<file path="src/rtl/core/bfpa_pkg.sv">
// Shared types and constants of the best-fit page allocator.
// Used by the table memory and the allocator core; depends on nothing.
package bfpa_pkg;

   localparam int ALLOC_ENTRIES_DEF = 64;
   localparam int HOLE_ENTRIES_DEF  = 64;
   localparam int PAGE_SHIFT_DEF    = 12;

   localparam logic [31:0] HEAP_START_RST = 32'h8000_0000;
   localparam logic [31:0] HEAP_END_RST   = 32'hA000_0000;

   // result status codes
   localparam logic [1:0] ST_OK       = 2'd0;
   localparam logic [1:0] ST_NOSPACE  = 2'd1;
   localparam logic [1:0] ST_FULL     = 2'd2;
   localparam logic [1:0] ST_NOTFOUND = 2'd3;

   // register indexes
   localparam logic CSR_HEAP_START = 1'b0;
   localparam logic CSR_HEAP_END   = 1'b1;

   localparam logic ACT_ALLOC = 1'b0;

   // one row of the allocation table or of the hole table
   typedef struct packed {
      logic        live;
      logic [31:0] pages;
      logic [31:0] start;
   } bfpa_entry_type;

endpackage

</file>
<file path="src/rtl/core/bfpa_table.sv">
// Synchronous table memory: one write port, one read port, registered read.
// Depends on bfpa_pkg for the entry type.
module bfpa_table #(
   parameter int DEPTH = bfpa_pkg::ALLOC_ENTRIES_DEF,
   parameter int AW    = $clog2(DEPTH)
) (
   input  logic                    clock,
   input  logic                    wr_en,
   input  logic [AW-1:0]           wr_addr,
   input  bfpa_pkg::bfpa_entry_type wr_data,
   input  logic [AW-1:0]           rd_addr,
   output bfpa_pkg::bfpa_entry_type rd_data_ff
);
   import bfpa_pkg::*;

   bfpa_entry_type mem [DEPTH];

   // write one row
   always_ff @(posedge clock) begin
      if (wr_en) begin
         mem[wr_addr] <= wr_data;
      end
   end

   // read one row, data registered
   always_ff @(posedge clock) begin
      rd_data_ff <= mem[rd_addr];
   end

endmodule

</file>
<file path="config.mk">
export PLATFORM = sky130hd
export DESIGN_NAME = bfpa_table
export DESIGN_NICKNAME = d
export VERILOG_FILES = /design/src/rtl/core/bfpa_pkg.sv /design/src/rtl/core/bfpa_table.sv
export SDC_FILE = /design/constraint.sdc
export NUM_CORES = 2
export LEC_CHECK = 0
export ABC_AREA = 0
export BUFFER_PORTS_ARGS = -buffer_cell sky130_fd_sc_hd__buf_2
export CORE_MARGIN = 2
export CORE_UTILIZATION = 55
export DETAILED_ROUTE_END_ITERATION = 8
export MAX_ROUTING_LAYER = met4
export PLACE_DENSITY_LB_ADDON = 0.3
export SETUP_SLACK_MARGIN = 0.3
export SLEW_MARGIN = 0
export SYNTH_ARGS = -nofsm -noshare
export SYNTH_HDL_FRONTEND = slang
export SYNTH_MEMORY_MAX_BITS = 65536
export SYNTH_SLANG_ARGS = --single-unit
</file>
<file path="constraint.sdc">
create_clock -name clock -period 6.25 [get_ports clock]
set_input_delay 1.25 -clock clock [delete_from_list [all_inputs] [get_ports clock]]
set_output_delay 1.25 -clock clock [all_outputs]
set_load 0.005 [all_outputs]
</file>
Yosys cells after proc, flatten, opt, wreduce, memory -nomap -nowiden
Memories as Yosys holds them, arrays and structs flattened. A register that Yosys moved wholly into a read port is not among the register bits.
Index checks and enable logic that the tools add are counted.
Storage, ports and cells
  bits in registers: 0
  RAM bits: 4160
  input bits: 79
  output and inout port bits: 65
  word-level logic and storage cells: 3
  memories kept: 1
Cells by class
  multiplexer cells: 2
Memories
  mem: depth 64, width 65, read ports 1, clocked after memory_dff 1, write ports 1, line bfpa_table.sv:16  | bfpa_entry_type mem [DEPTH];
Operators with widths (count)
  2-to-1 mux 1 bit: 2

Longest topological paths before layout
  depth in word-level cells: 2
  mapped depth: 9
  gate-level depth less buffers: 4

Worst setup path after synthesis
No wires, ideal clock.
  path type: input to register
  start point: input wr_addr[3]
  end point: memory mem[48][0] (netlist bit) (enable)
  setup time: 0.568 ns
  data arrival time: 6.189 ns
  required time: 5.682 ns
  setup slack: -0.506 ns
  cell stages on the path: 4
  path buffers: 1
  path through: clkbuf_1 > nor2b_1 > nand4b_1 > nor3_1
RTL lines
  start: declaration: line bfpa_table.sv:9  | input logic [AW-1:0] wr_addr,
  end: declaration: line bfpa_table.sv:16
Straight into the memory's write port.

==> results.sh <==
export IMPL_synth_area_per_cell_um2=24.0
export IMPL_syn_area_mm2=0.158
export IMPL_min_path_type="register to register"
export IMPL_ctsResizeCount=0
export IMPL_arrival_ns=4.10
export IMPL_ys_flop_type="edfxtp_1"
export IMPL_ir_worst_vdd_mv=0.326
export IMPL_synthTopCellsByArea="edfxtp_1, mux4_2, a22oi_1"
export IMPL_worstSkewPairLatency_ns=1.00
export IMPL_antenna_found_initial=24
export IMPL_cts_root_buffer="clkbuf_16"
export IMPL_hpwl_um=210000
export IMPL_grt_pass1_vias=76700
export IMPL_postPlaceCellArea_mm2=0.165
export IMPL_cts_hold_fix_buffers=0
export IMPL_drt_pass1_iterations=8
export IMPL_dp_cells=10300
export IMPL_h_tree_depth=5
export IMPL_yosys_top_cells_count="edfxtp_1, mux4_2, a22oi_1, buf_2, o22ai_1"
export IMPL_tns_ns=0
export IMPL_grt_start_max_net_pins=133
export IMPL_power_density_mw_per_mm2=330
export IMPL_max_stage_delay_ns=0.65
export IMPL_clkTransAtPathRegs_ns=0.06
export IMPL_final_setup_viol_count=0
export IMPL_grt_use_total_pct=29.2
export IMPL_ys_async_sr_fraction_pct=0
export IMPL_fin_nets=7069
export IMPL_area_growth_pct=12.8
export IMPL_drc_errors=0
export IMPL_worstPathRequired_ns=7.07
export IMPL_postCtsSetupBuffers=0
export IMPL_ys_warn_count=0
export IMPL_wl_um=413000
export IMPL_ys_seq_elements=4225
export IMPL_vias=76600
export IMPL_design_core_area_mm2=0.286
export IMPL_drtIter0Drc=11500
export IMPL_num_io_pins=144
export IMPL_synth_edff_count=4160
export IMPL_fp_row_count=196
export IMPL_min_period_ns=3.28
export IMPL_cts_sinks=4225
export IMPL_rsz0062_at_grt="false"
export IMPL_die_width_um=541
export IMPL_hold_viol_final=0
export IMPL_max_freq_mhz=305
export IMPL_fin_worst_skew_ns=0.0592
export IMPL_post_drt_via_cell_ratio=6.89
export IMPL_grt_ovfl_total=0
export IMPL_cts_buffer_depth=4
export IMPL_slew_headroom_pct=17.3
export IMPL_yosysMostFrequentCell="edfxtp_1"
export IMPL_netlist_cell_type_count=27
export IMPL_synth_net_count=6685
export IMPL_tightest_slew_ns=1.24
export IMPL_numCtsBuffers=412
export IMPL_postLayoutCellArea_mm2=0.179
export IMPL_synth_top_cell_area_share_pct=78.9
export IMPL_dieArea_mm2=0.292
export IMPL_period_share_pct=52.4
export IMPL_avgRoutedWirePerCell_um=37.2
export IMPL_p_leak_nw=55.4
export IMPL_final_cells=11100
export IMPL_die_h_um=541
export IMPL_cts_tree="built"
export IMPL_crit_type="primary input to register"
export IMPL_reg2reg_depth=4
export IMPL_numPortBuffers=143
export IMPL_ant_nets=0
export IMPL_status="finished, final reports clean"
export IMPL_drive_gt1_share_pct=28.2
export IMPL_ys_seq_area_share_pct=79.7
export IMPL_endpoint_kind="register"
export IMPL_critical_path_cell_chain="buf_8 > buf_12 > mux4_2 > mux2i_1 > a211oi_1 > o211a_1"
export IMPL_start_util_pct=55.4
export IMPL_whs_path_depth=4
export IMPL_syn_inst=6606
export IMPL_place_congestion=0.814
export IMPL_maxCapViolCount=0
export IMPL_path_max_fanout=119
export IMPL_grt_pass1_wl_um=582000
export IMPL_synth_top_area_cell="edfxtp_1"
export IMPL_startpoint_type="primary input"
export IMPL_cpMaxStageDelayCell="buf_12"
export IMPL_final_max_slew_viol_count=0
## cell usage in the layout (no fill, tap or decap), types with 75 or more instances in the layout
| cell | instances |
|---|---|
| mux4_2 | 1040 |
| o22ai_1 | 130 |
| mux2i_1 | 103 |
| buf_2 | 139 |
| buf_4 | 131 |
| clkbuf_1 | 82 |
| edfxtp_1 | 4160 |
| nand3_1 | 114 |
| a22oi_1 | 260 |
| buf_12 | 75 |
| clkbuf_16 | 412 |
| clkinv_1 | 85 |
## sequential cells by signal, indices dropped and copies added, names as in the netlist
| name | flops |
|---|---|
| rd_data_ff | 65 |
| mem | 4160 |
## critical path, delay by kind of cell
family                 cells  cell delay [ns]
buffers and inverters      2             1.25
muxes                      2             0.84
AOI/OAI and AO/OA          2             0.46
## path summary, 6_finish.rpt
check	from	end	slack, ns
setup / recovery	rd_addr[2]	rd_data_ff[48]	2.97
hold / removal	mem[7][12]	rd_data_ff[12]	0.82
setup reg to reg	mem[40][56]	rd_data_ff[56]	4.31
hold reg to reg	mem[7][12]	rd_data_ff[12]	0.82
## where the power goes
group	switching [W]	internal, W	leakage (nW)
Clock	0.0108	0.0141	6.58
Sequential	0.000143	0.0314	38.0
Combinational	0.00163	0.000966	10.9
Total	0.0125	0.0464	55.4
## area by class of cell
cell class | count | area, µm²
timing repair buffer | 347 | 3210
fill | 18400 | 107000
clock buffer | 512 | 10900
tap | 3762 | 4710
clock inverter | 252 | 2790
antenna | 13 | 32.5
sequential | 4225 | 126000
multi-input combinational | 2004 | 30800
## metal layers
metal / vias up / GRT usage (%) / part of all wire (%)
li1: 29500 / - / -
met1: 41100 / 39.7 / 36
met2: 5053 / 45.6 / 49
met3: 852 / 4.89 / 11
met4: 0 / 10.3 / 3.9
met5: - / - / 0
## cell families (layout without fill, tap and decap cells)
group                  count (synthesis)  after routing  share of synthesized area, %
AOI/OAI and AO/OA                    566            566                          2.72
and+or+nand+nor                      295            295                         0.911
other                                  0             13                             0
DFF                                 4225           4225                          79.7
muxes                               1143           1143                          15.4
buffers and inverters                377           1111                          1.20
## through the flow
step / power [W] / util (%) / hold WS [ns] / setup WS (ns)
2_1_floorplan: 0.0335 / - / 0.780 / 0.926
3_3_place_gp: 0.0346 / 57.7 / 0.806 / 2.02
3_5_place_dp: 0.0347 / 57.7 / 0.812 / 1.97
4_1_cts: 0.0592 / 62.5 / 0.818 / 2.98
5_1_grt: 0.0604 / 62.5 / 0.869 / 2.93
6_report: 0.0590 / 62.5 / 0.821 / 2.97
Note: power is estimated with default switching activity, not from simulation.
